File: config.mk
export PLATFORM = sky130hd
export DESIGN_NAME = rgb_to_hsv_converter
export DESIGN_NICKNAME = d
export VERILOG_FILES = /design/src/hw/rtl/rthsv_pkg.sv /design/src/hw/rtl/rthsv_prep.sv /design/src/hw/rtl/rthsv_div_step.sv /design/src/hw/rtl/rgb_to_hsv_converter.sv
export SDC_FILE = /design/constraint.sdc
export NUM_CORES = 2
export LEC_CHECK = 0
export ABC_AREA = 1
export BUFFER_PORTS_ARGS = -buffer_cell sky130_fd_sc_hd__buf_2
export CAP_MARGIN = 20
export CORE_MARGIN = 5
export CORE_UTILIZATION = 58
export DETAILED_ROUTE_END_ITERATION = 7
export PLACE_DENSITY = 0.87
export SETUP_SLACK_MARGIN = 0.05
export SYNTH_ARGS = -nofsm -noshare
export SYNTH_HDL_FRONTEND = slang
export SYNTH_SLANG_ARGS = --single-unit
File: constraint.sdc
create_clock -name clk_i -period 7.55 [get_ports clk_i]
set_input_delay 0 -clock clk_i [delete_from_list [all_inputs] [get_ports clk_i]]
set_output_delay 0 -clock clk_i [all_outputs]
set_load 0.005 [all_outputs]
File: src/hw/rtl/rthsv_pkg.sv
// Shared types and constants for the RGB to HSV pixel pipeline.
`default_nettype none

package rthsv_pkg;

  localparam int unsigned CH_W      = 8;
  localparam int unsigned DIV_STEPS = 8;                    // quotient bits per divider
  localparam int unsigned REM_W     = 2 * CH_W;             // dividend / remainder width
  localparam int unsigned DIV_W     = CH_W + DIV_STEPS - 1; // divisor pre-shifted by 7
  localparam int unsigned NUM_W     = 14;                   // 43 * 255 fits in 14 bits

  localparam logic [5:0]      HUE_STEP  = 6'd43;
  localparam logic [CH_W-1:0] HUE_OFS_G = 8'd86;
  localparam logic [CH_W-1:0] HUE_OFS_B = 8'd172;
  localparam logic [CH_W-1:0] CH_MAX    = 8'hFF;

  typedef enum logic [1:0] {
    SECT_GREY  = 2'd0,
    SECT_RED   = 2'd1,
    SECT_GREEN = 2'd2,
    SECT_BLUE  = 2'd3
  } sector_e;

  // One pipeline slot: both dividers in flight plus side-band pixel data.
  typedef struct packed {
    logic                  vld;
    sector_e               sector;
    logic                  neg;
    logic [REM_W-1:0]      hrem;
    logic [DIV_W-1:0]      hdiv;
    logic [DIV_STEPS-1:0]  hq;
    logic [REM_W-1:0]      srem;
    logic [DIV_W-1:0]      sdiv;
    logic [DIV_STEPS-1:0]  sq;
    logic [CH_W-1:0]       val;
    logic [CH_W-1:0]       alpha;
  } slot_t;

endpackage

`default_nettype wire

File: src/hw/rtl/rthsv_prep.sv
// First stage: max/min, sector select and divider operand setup.
`default_nettype none

module rthsv_prep (
  input  logic                  clk_i,
  input  logic                  rst_ni,
  input  logic                  en_i,
  input  logic                  vld_i,
  input  logic [7:0]            red_i,
  input  logic [7:0]            green_i,
  input  logic [7:0]            blue_i,
  input  logic [7:0]            alpha_i,
  output rthsv_pkg::slot_t      slot_o
);
  import rthsv_pkg::*;

  logic [CH_W-1:0]  mx, mn, dlt, mag;
  logic [CH_W:0]    diff;
  sector_e          sect;
  logic [NUM_W-1:0] hnum;
  logic [REM_W-1:0] snum;
  slot_t            slot_d, slot_q;

  always_comb begin
    mx = (red_i > green_i) ? red_i : green_i;
    mx = (mx > blue_i) ? mx : blue_i;
    mn = (red_i < green_i) ? red_i : green_i;
    mn = (mn < blue_i) ? mn : blue_i;
    dlt = mx - mn;

    // red wins ties over green, green over blue
    if (dlt == '0) begin
      sect = SECT_GREY;
      diff = '0;
    end else if (mx == red_i) begin
      sect = SECT_RED;
      diff = {1'b0, green_i} - {1'b0, blue_i};
    end else if (mx == green_i) begin
      sect = SECT_GREEN;
      diff = {1'b0, blue_i} - {1'b0, red_i};
    end else begin
      sect = SECT_BLUE;
      diff = {1'b0, red_i} - {1'b0, green_i};
    end

    mag  = diff[CH_W] ? CH_W'(-diff) : diff[CH_W-1:0];
    hnum = NUM_W'(mag) * NUM_W'(HUE_STEP);
    snum = {dlt, {CH_W{1'b0}}} - REM_W'(dlt);   // dlt * 255

    slot_d.vld    = vld_i;
    slot_d.sector = sect;
    slot_d.neg    = diff[CH_W];
    slot_d.hrem   = REM_W'(hnum);
    slot_d.hdiv   = {dlt, {(DIV_STEPS-1){1'b0}}};
    slot_d.hq     = '0;
    slot_d.srem   = snum;
    slot_d.sdiv   = {mx, {(DIV_STEPS-1){1'b0}}};
    slot_d.sq     = '0;
    slot_d.val    = mx;
    slot_d.alpha  = alpha_i;
  end

  always_ff @(posedge clk_i or negedge rst_ni) begin
    if (!rst_ni) begin
      slot_q <= '0;
    end else if (en_i) begin
      slot_q <= slot_d;
    end
  end

  assign slot_o = slot_q;

endmodule

`default_nettype wire

File: src/hw/rtl/rthsv_div_step.sv
// One restoring-division stage: one quotient bit for hue and for saturation.
`default_nettype none

module rthsv_div_step (
  input  logic              clk_i,
  input  logic              rst_ni,
  input  logic              en_i,
  input  rthsv_pkg::slot_t  slot_i,
  output rthsv_pkg::slot_t  slot_o
);
  import rthsv_pkg::*;

  logic  hge, sge;
  slot_t slot_d, slot_q;

  always_comb begin
    // divisor comes in shifted so the top quotient bit is resolved first
    hge = slot_i.hrem >= REM_W'(slot_i.hdiv);
    sge = slot_i.srem >= REM_W'(slot_i.sdiv);

    slot_d      = slot_i;
    slot_d.hrem = hge ? slot_i.hrem - REM_W'(slot_i.hdiv) : slot_i.hrem;
    slot_d.srem = sge ? slot_i.srem - REM_W'(slot_i.sdiv) : slot_i.srem;
    slot_d.hq   = {slot_i.hq[DIV_STEPS-2:0], hge};
    slot_d.sq   = {slot_i.sq[DIV_STEPS-2:0], sge};
    slot_d.hdiv = slot_i.hdiv >> 1;
    slot_d.sdiv = slot_i.sdiv >> 1;
  end

  always_ff @(posedge clk_i or negedge rst_ni) begin
    if (!rst_ni) begin
      slot_q <= '0;
    end else if (en_i) begin
      slot_q <= slot_d;
    end
  end

  assign slot_o = slot_q;

endmodule

`default_nettype wire

File: src/hw/rtl/rgb_to_hsv_converter.sv
// Pipeline registers in order: setup, 8 divide stages, output.
// One pixel per clock unless stalled; both 8-stage restoring dividers are fully pipelined.
// The whole pipe advances when the output register is empty or being taken.
// Reset clears the stage registers and the output valid; no words are in flight after reset.
// Input ready follows output ready combinationally through the advance enable.
`default_nettype none

module rgb_to_hsv_converter (
  input  logic        clk_i,
  input  logic        rst_ni,
  input  logic        s_axis_tvalid_i,
  output logic        s_axis_tready_o,
  input  logic [31:0] s_axis_tdata_i,   // red, green, blue, alpha_in
  output logic        m_axis_tvalid_o,
  input  logic        m_axis_tready_i,
  output logic [31:0] m_axis_tdata_o    // hue, saturation, brightness, alpha_out
);
  import rthsv_pkg::*;

  logic            adv;
  slot_t           slots [DIV_STEPS+1];
  slot_t           last;
  logic [CH_W-1:0] hue_d, sat_d, hq8, sq8;
  logic            out_vld_q;
  logic [31:0]     out_data_q;

  assign adv             = !out_vld_q || m_axis_tready_i;
  assign s_axis_tready_o = adv;

  rthsv_prep u_prep (
    .clk_i   (clk_i),
    .rst_ni  (rst_ni),
    .en_i    (adv),
    .vld_i   (s_axis_tvalid_i),
    .red_i   (s_axis_tdata_i[7:0]),
    .green_i (s_axis_tdata_i[15:8]),
    .blue_i  (s_axis_tdata_i[23:16]),
    .alpha_i (s_axis_tdata_i[31:24]),
    .slot_o  (slots[0])
  );

  for (genvar i = 0; i < DIV_STEPS; i++) begin : g_div
    rthsv_div_step u_step (
      .clk_i  (clk_i),
      .rst_ni (rst_ni),
      .en_i   (adv),
      .slot_i (slots[i]),
      .slot_o (slots[i+1])
    );
  end

  assign last = slots[DIV_STEPS];
  assign hq8  = CH_W'(last.hq);
  assign sq8  = CH_W'(last.sq);

  always_comb begin
    unique case (last.sector)
      SECT_GREY:  hue_d = '0;
      SECT_RED:   hue_d = (last.neg && hq8 != '0) ? CH_MAX - hq8 : hq8;
      SECT_GREEN: hue_d = last.neg ? HUE_OFS_G - hq8 : HUE_OFS_G + hq8;
      SECT_BLUE:  hue_d = last.neg ? HUE_OFS_B - hq8 : HUE_OFS_B + hq8;
      default:    hue_d = '0;
    endcase
    // black pixel: divisor was zero, quotient is meaningless
    sat_d = (last.val == '0) ? '0 : sq8;
  end

  always_ff @(posedge clk_i or negedge rst_ni) begin
    if (!rst_ni) begin
      out_vld_q <= 1'b0;
    end else if (adv) begin
      out_vld_q <= last.vld;
    end
  end

  always_ff @(posedge clk_i) begin
    if (adv) begin
      out_data_q <= {last.alpha, last.val, sat_d, hue_d};
    end
  end

  assign m_axis_tvalid_o = out_vld_q;
  assign m_axis_tdata_o  = out_data_q;

`ifndef SYNTHESIS
  a_valid_flow: assert property (@(posedge clk_i) disable iff (!rst_ni)
    adv |=> (m_axis_tvalid_o == $past(last.vld)))
    else $error("output valid does not follow last divider stage");

  a_hold_stall: assert property (@(posedge clk_i) disable iff (!rst_ni)
    !adv |=> (m_axis_tvalid_o && $stable(m_axis_tdata_o)))
    else $error("output word changed while stalled");

  a_hue_quot: assert property (@(posedge clk_i) disable iff (!rst_ni)
    (last.vld && last.sector != SECT_GREY) |-> (hq8 <= CH_W'(HUE_STEP)))
    else $error("hue quotient out of range");

  a_grey_hue: assert property (@(posedge clk_i) disable iff (!rst_ni)
    (m_axis_tvalid_o && m_axis_tdata_o[15:8] == '0) |-> (m_axis_tdata_o[7:0] == '0))
    else $error("zero saturation with nonzero hue");
`endif

endmodule

`default_nettype wire

# After elaboration in Yosys (flattened, before gate mapping)
# Cells that the tools add are included.
# classes
multipliers	1
n_mux	29
add_sub_neg	25
n_lt_le_gt_ge	20
reduce_logical	7
n_eq_ne	5
# ops
operator	count
16-bit two-way mux	14
8-bit two-way mux	8
16-bit by 10-bit greater-or-equal comparator with 1-bit output	2
16-bit by 11-bit greater-or-equal comparator with 1-bit output	2
16-bit by 12-bit greater-or-equal comparator with 1-bit output	2
16-bit by 13-bit greater-or-equal comparator with 1-bit output	2
16-bit by 14-bit greater-or-equal comparator with 1-bit output	2
16-bit by 8-bit greater-or-equal comparator with 1-bit output	2
16-bit by 9-bit greater-or-equal comparator with 1-bit output	2
8-bit case mux with 4 select lines	1
16-bit by 10-bit subtractor with 16-bit output	2
16-bit by 11-bit subtractor with 16-bit output	2
16-bit by 12-bit subtractor with 16-bit output	2
16-bit by 13-bit subtractor with 16-bit output	2
16-bit by 14-bit subtractor with 16-bit output	2
16-bit by 9-bit subtractor with 16-bit output	2
9-bit two-way mux	3
8-bit by 8-bit subtractor with 9-bit output	3
8-bit equality test	2
16-bit by 15-bit greater-or-equal comparator with 1-bit output	1
8-bit > comparator	2
8-bit zero test	2
8-bit less-than comparator	2
14-bit by 15-bit subtractor with 16-bit output	1
19 further kinds	22
# word_totals
out_inout_bits	34
regBits	603

# Longest topological paths before layout
# logic_depth
ltp_word	11
depth_mapped	66
depth_no_buf	63

# By module
# Synthesis repeated with hierarchy kept, for this count alone.
# hier_totals
hier_cells	8205
area_unflattened_um2	57507.7
# by_module_without_submodules
mod	seq_area_each_um2	instances	cells_each	area_per_inst_um2
rthsv_div_step at g_div[0].u_step ...	2402.3	6	889	6169.7
rthsv_div_step at g_div[6].u_step ...	2402.3	2	886	6060.8
rthsv_prep	1426.4	1	865	6337.3
rgb_to_hsv_converter	985.9	1	234	2030.7

# Worst setup path before layout
# Ideal clock, no wire load.
# synth_path
kind	input port to flip-flop
from	in s_axis_tdata_i[11]
to	reg u_prep.slot_q (netlist bit u_prep.slot_o[91])
path_slack_ps	-629
path_stages	55
arrival_ps	8061
path_buffers	3
path_cell_list	inv_1 -> ha_1 -> nand2_1 -> nor2_1 -> nand3_2 -> nand3_2 -> buf_2 -> nand2_1 -> o21ai_0 -> ha_1 -> a21oi_1 -> nor2_1 -> a211oi_2 -> nand2_4 -> buf_6 -> inv_2 -> a31oi_1 -> ha_1 -> [... 19 more ...] -> inv_1 -> ha_1 -> inv_1 -> o31ai_1 -> inv_1 -> o21ai_0 -> inv_1 -> nor2_1 -> nor2_1 -> nor2_1 -> nor2_1 -> nor2_1 -> nor2_1 -> inv_1 -> a21oi_1 -> or2_2 -> nand3_1 -> nand2_1
# synth_via
elab_chain_len	11
# synth_rtl
item	line	text
start, declared	rgb_to_hsv_converter.sv:13	input logic [31:0] s_axis_tdata_i,
parallel branches: the longest is 7 deep, another holds 8-bit > comparator	-	
9-bit two-way mux *	rthsv_prep.sv:32	if (dlt == '0) begin
8-bit negation	rthsv_prep.sv:46	mag = diff[CH_W] ? CH_W'(-diff) : diff[CH_W-1:0];
8-bit two-way mux *	rthsv_prep.sv:46	
8-bit by 6-bit multiplier with 14-bit output *	rthsv_prep.sv:47	hnum = NUM_W'(mag) * NUM_W'(HUE_STEP);
end signal, assigned	rthsv_prep.sv:67	slot_q <= slot_d;
end, declared	rthsv_prep.sv:22	slot_t slot_d, slot_q;
# Mark *: on every way between the ends.
# A chain may end at the register's enable or synchronous reset.

# Worst setup path in the final report
# layout_path
from	in s_axis_tdata_i[7]
to	reg u_prep.slot_q (netlist bit u_prep.slot_o[90])
# Same word-level chain as after synthesis.

==> metrics.md <==
| Metric | Value |
|---|---|
| Vias in the first global route | 26751 |
| Initial antenna violation count | 0 |
| Actual slew at the worst max-slew pin | 0.950 ns |
| Mapped Cells | 4022 |
| Worst endpoint required time | 8.05 ns |
| Pin count of the biggest net entering global routing | 238 |
| Top-area cell type share of the netlist area | 42.5% |
| # port buffers | 69 |
| Hold_ws | 0.0748 ns |
| Post-DP HPWL | 50400 um |
| Rel. slew slack | 36.4% |
| Primary FF master, synth | dfrtp_1 |
| Gr ovfl total | 0 |
| Dpl cell area | 35100 sq um |
| Final slew viol count | 0 |
| Cell family with the largest share of critical-path delay | adder cells |
| Placeable Area | 56500 sq um |
| Met3 routed WL | 3010 um |
| Final-report hold violation count | 0 |
| Ports | 70 |
| CTS tree | built |
| Via count | 27331 |
| DRC errors left | 0 |
| Asr flop ratio synth | 94.6% |
| Final std cells w/o fill | 4965 |
| Crit path max fanout | 7 |
| Met2 Wirelength | 38600 um |
| Hold Crit Class | in -> reg |
| Post-layout nets | 4441 |
| DR WL/cell | 15.1 um |
| Clk_skew | 0.0143 ns |
| First-pass GRT wire length | 126000 um |
| Critical Setup Path Class | in -> reg |
| CP Data Arrival Time | 7.79 ns |
| Max Cap Violations | 0 |
| Antenna-violating nets left | 0 |
| Clock transition at path regs | 0.06 ns |
| Layout cell share with drive strength beyond 1 | 11.5% |
| Sequential element share of the synthesized area | 45.4% |
| Setup crit end kind | register |
| Yosys cell types | 69 |
| Syn Area/Cell | 8.23 sq um |
| Diodes inserted | 0 |
| Layout area overhead | 14.2% |
| Via/cell ratio | 5.50 |
| Pwr Total | 19.4 mW |
| Detailed Route Iter0 Violations | 2384 |
| LEAKAGE | 18.6 nW |
| Drt pass-1 iters | 6 |
| Power Density | 514 nW/um^2 |
| Num Clock Sinks | 595 |
| WL met1 | 30600 um |
| Routed WL | 75200 um |
| Dominant cell type by area after synthesis | dfrtp_1 |
| Fmax | 137 MHz |
| Die Footprint | 62000 sq um |
| Pre-CTS setup slack | -0.426 ns |
| Total GRT Usage | 23.5% |
| Initial Utilization | 58.6% |
| Largest cells by area after synthesis | dfrtp_1, nand2_1, ha_1, o21ai_0, inv_1 |
| H-tree levels | 2 |
| Routability congestion estimate from global placement | 0.929 |
| Clk root buf | clkbuf_16 |
| Worst VDD drop | 0.314 mV |
| Count leader, synth | nand2_1 |
| Num rows | 87 |
| Final setup margin | 0.259 ns |
| Placed insts | 4821 |
| CP peak stage delay | 0.54 ns |
| Min Tclk post-route | 7.29 ns |
| Syn nets | 4302 |
| Die Height | 249 um |
| Utilization after layout | 67.0% |
| Synthesized flop and latch total | 595 |
| Worst-Skew Late Latency | 0.62 ns |
| Total CTS buffers | 57 |
| Warnings from Yosys | 0 |
| Buf+Inv Stages, Crit Path | 8 |
| Period utilization | 96.6% |
| Top layer in use | met4 |
| Final setup viols | 0 |
| Status | completed |
| Fillcell total | 4133 |
| Post-synth EDFFs | 32 |
| Worst path slowest cell | fa_1 |
| Die extent in x | 249 um |
| Synth Cell Area | 33100 sq um |
| Setup TNS | 0 ns |
| Synth cell count leaders | nand2_1, dfrtp_1, o21ai_0 |
| Critical path's most frequent cell | nand2_4 |
| Final instance area | 37800 sq um |
| CP Launch Type | input port |
| Clock tree buffer depth | 3 |
## layer usage
layer,up-vias,GRT usage [%]
li1,13487,-
met1,12990,29.4
met2,655,42.1
met3,199,3.03
met4,0,8.48
met5,-,0
## final cells by class
cell class,instances,area [sq um],area share (%)
Timing Repair Buffer,226,1740,4.60
Tap cell,756,946,2.50
Sequential cell,595,15000,39.8
Multi-Input combinational cell,2816,16200,42.9
Clock buffer,74,1590,4.20
Inverter,465,1780,4.69
Clock inverter,33,489,1.29
## worst paths after layout
path | start | end | slack (ns) | cells after the start
min in group asynchronous | rst_ni | g_div[7].u_step.slot_o[14]$_DFFE_PN0P_ | 0.44 | 3
worst max register to register | g_div[4].u_step.slot_o[39]$_DFFE_PN0P_ | g_div[5].u_step.slot_o[93]$_DFFE_PN0P_ | 3.87 | 16
worst max-delay path | s_axis_tdata_i[7] | u_prep.slot_o[90]$_DFFE_PN0P_ | 0.26 | 52
worst min register to register | g_div[7].u_step.slot_o[5]$_DFFE_PN0P_ | m_axis_tdata_o[29]$_DFFE_PP_ | 0.45 | 0
worst min-delay path | s_axis_tdata_i[19] | u_prep.slot_o[34]$_DFFE_PN0P_ | 0.07 | 5
max in group asynchronous | rst_ni | u_prep.slot_o[78]$_DFFE_PN0P_ | 5.07 | 5
## registers in the layout, indices dropped and copies added (netlist names)
signal,flops
u_prep.slot_o,57
m_axis_tdata_o,32
g_div.u_step.slot_o,505
m_axis_tvalid_o,1
## report_power, final
part	leakage [nW]	total, mW	switching (mW)	internal (mW)
clock	1.02	3.10	1.23	1.87
combinational	10.4	10.4	6.21	4.18
sequential	7.18	5.96	1.07	4.89
## kinds of logic after synthesis
logic type	after synthesis	synth area share [%]
simple gates	1587	19.9
compound gates	861	14.5
buf+inv	612	7.05
flops	595	45.4
fa+ha+maj	244	9.83
xor+xnor	123	3.25
## worst reg2reg max path, delay by kind of cell, from the launching register on
kind                       cells  cell delay [ns]
adders and majority gates      2             0.66
DFF                            1             0.46
and+or+nand+nor                7             1.25
AOI/OAI and AO/OA              7             1.14
## layout by cell type (no fill, tap or decap), types with 37 or more instances in the layout
master     synthesis  layout
a21oi_1          202     195
buf_2              2      60
buf_4              1     132
clkbuf_16          0      58
dfrtp_1          563     563
ha_1             217     202
inv_1            453     434
nand2_1         1129    1114
nand3_1          114     106
nor2_1           192     184
o21ai_0          484     475
xnor2_1           37      37
xor2_1            86      84
## timing repair
item,CTS,global route
endpoints found under the hold margin,99,0
endpoints found under the setup margin,0,4
setup buffers,0,20
hold buffers,14,0
resized for setup,0,89
Note: power is estimated with default switching activity, not from simulation.
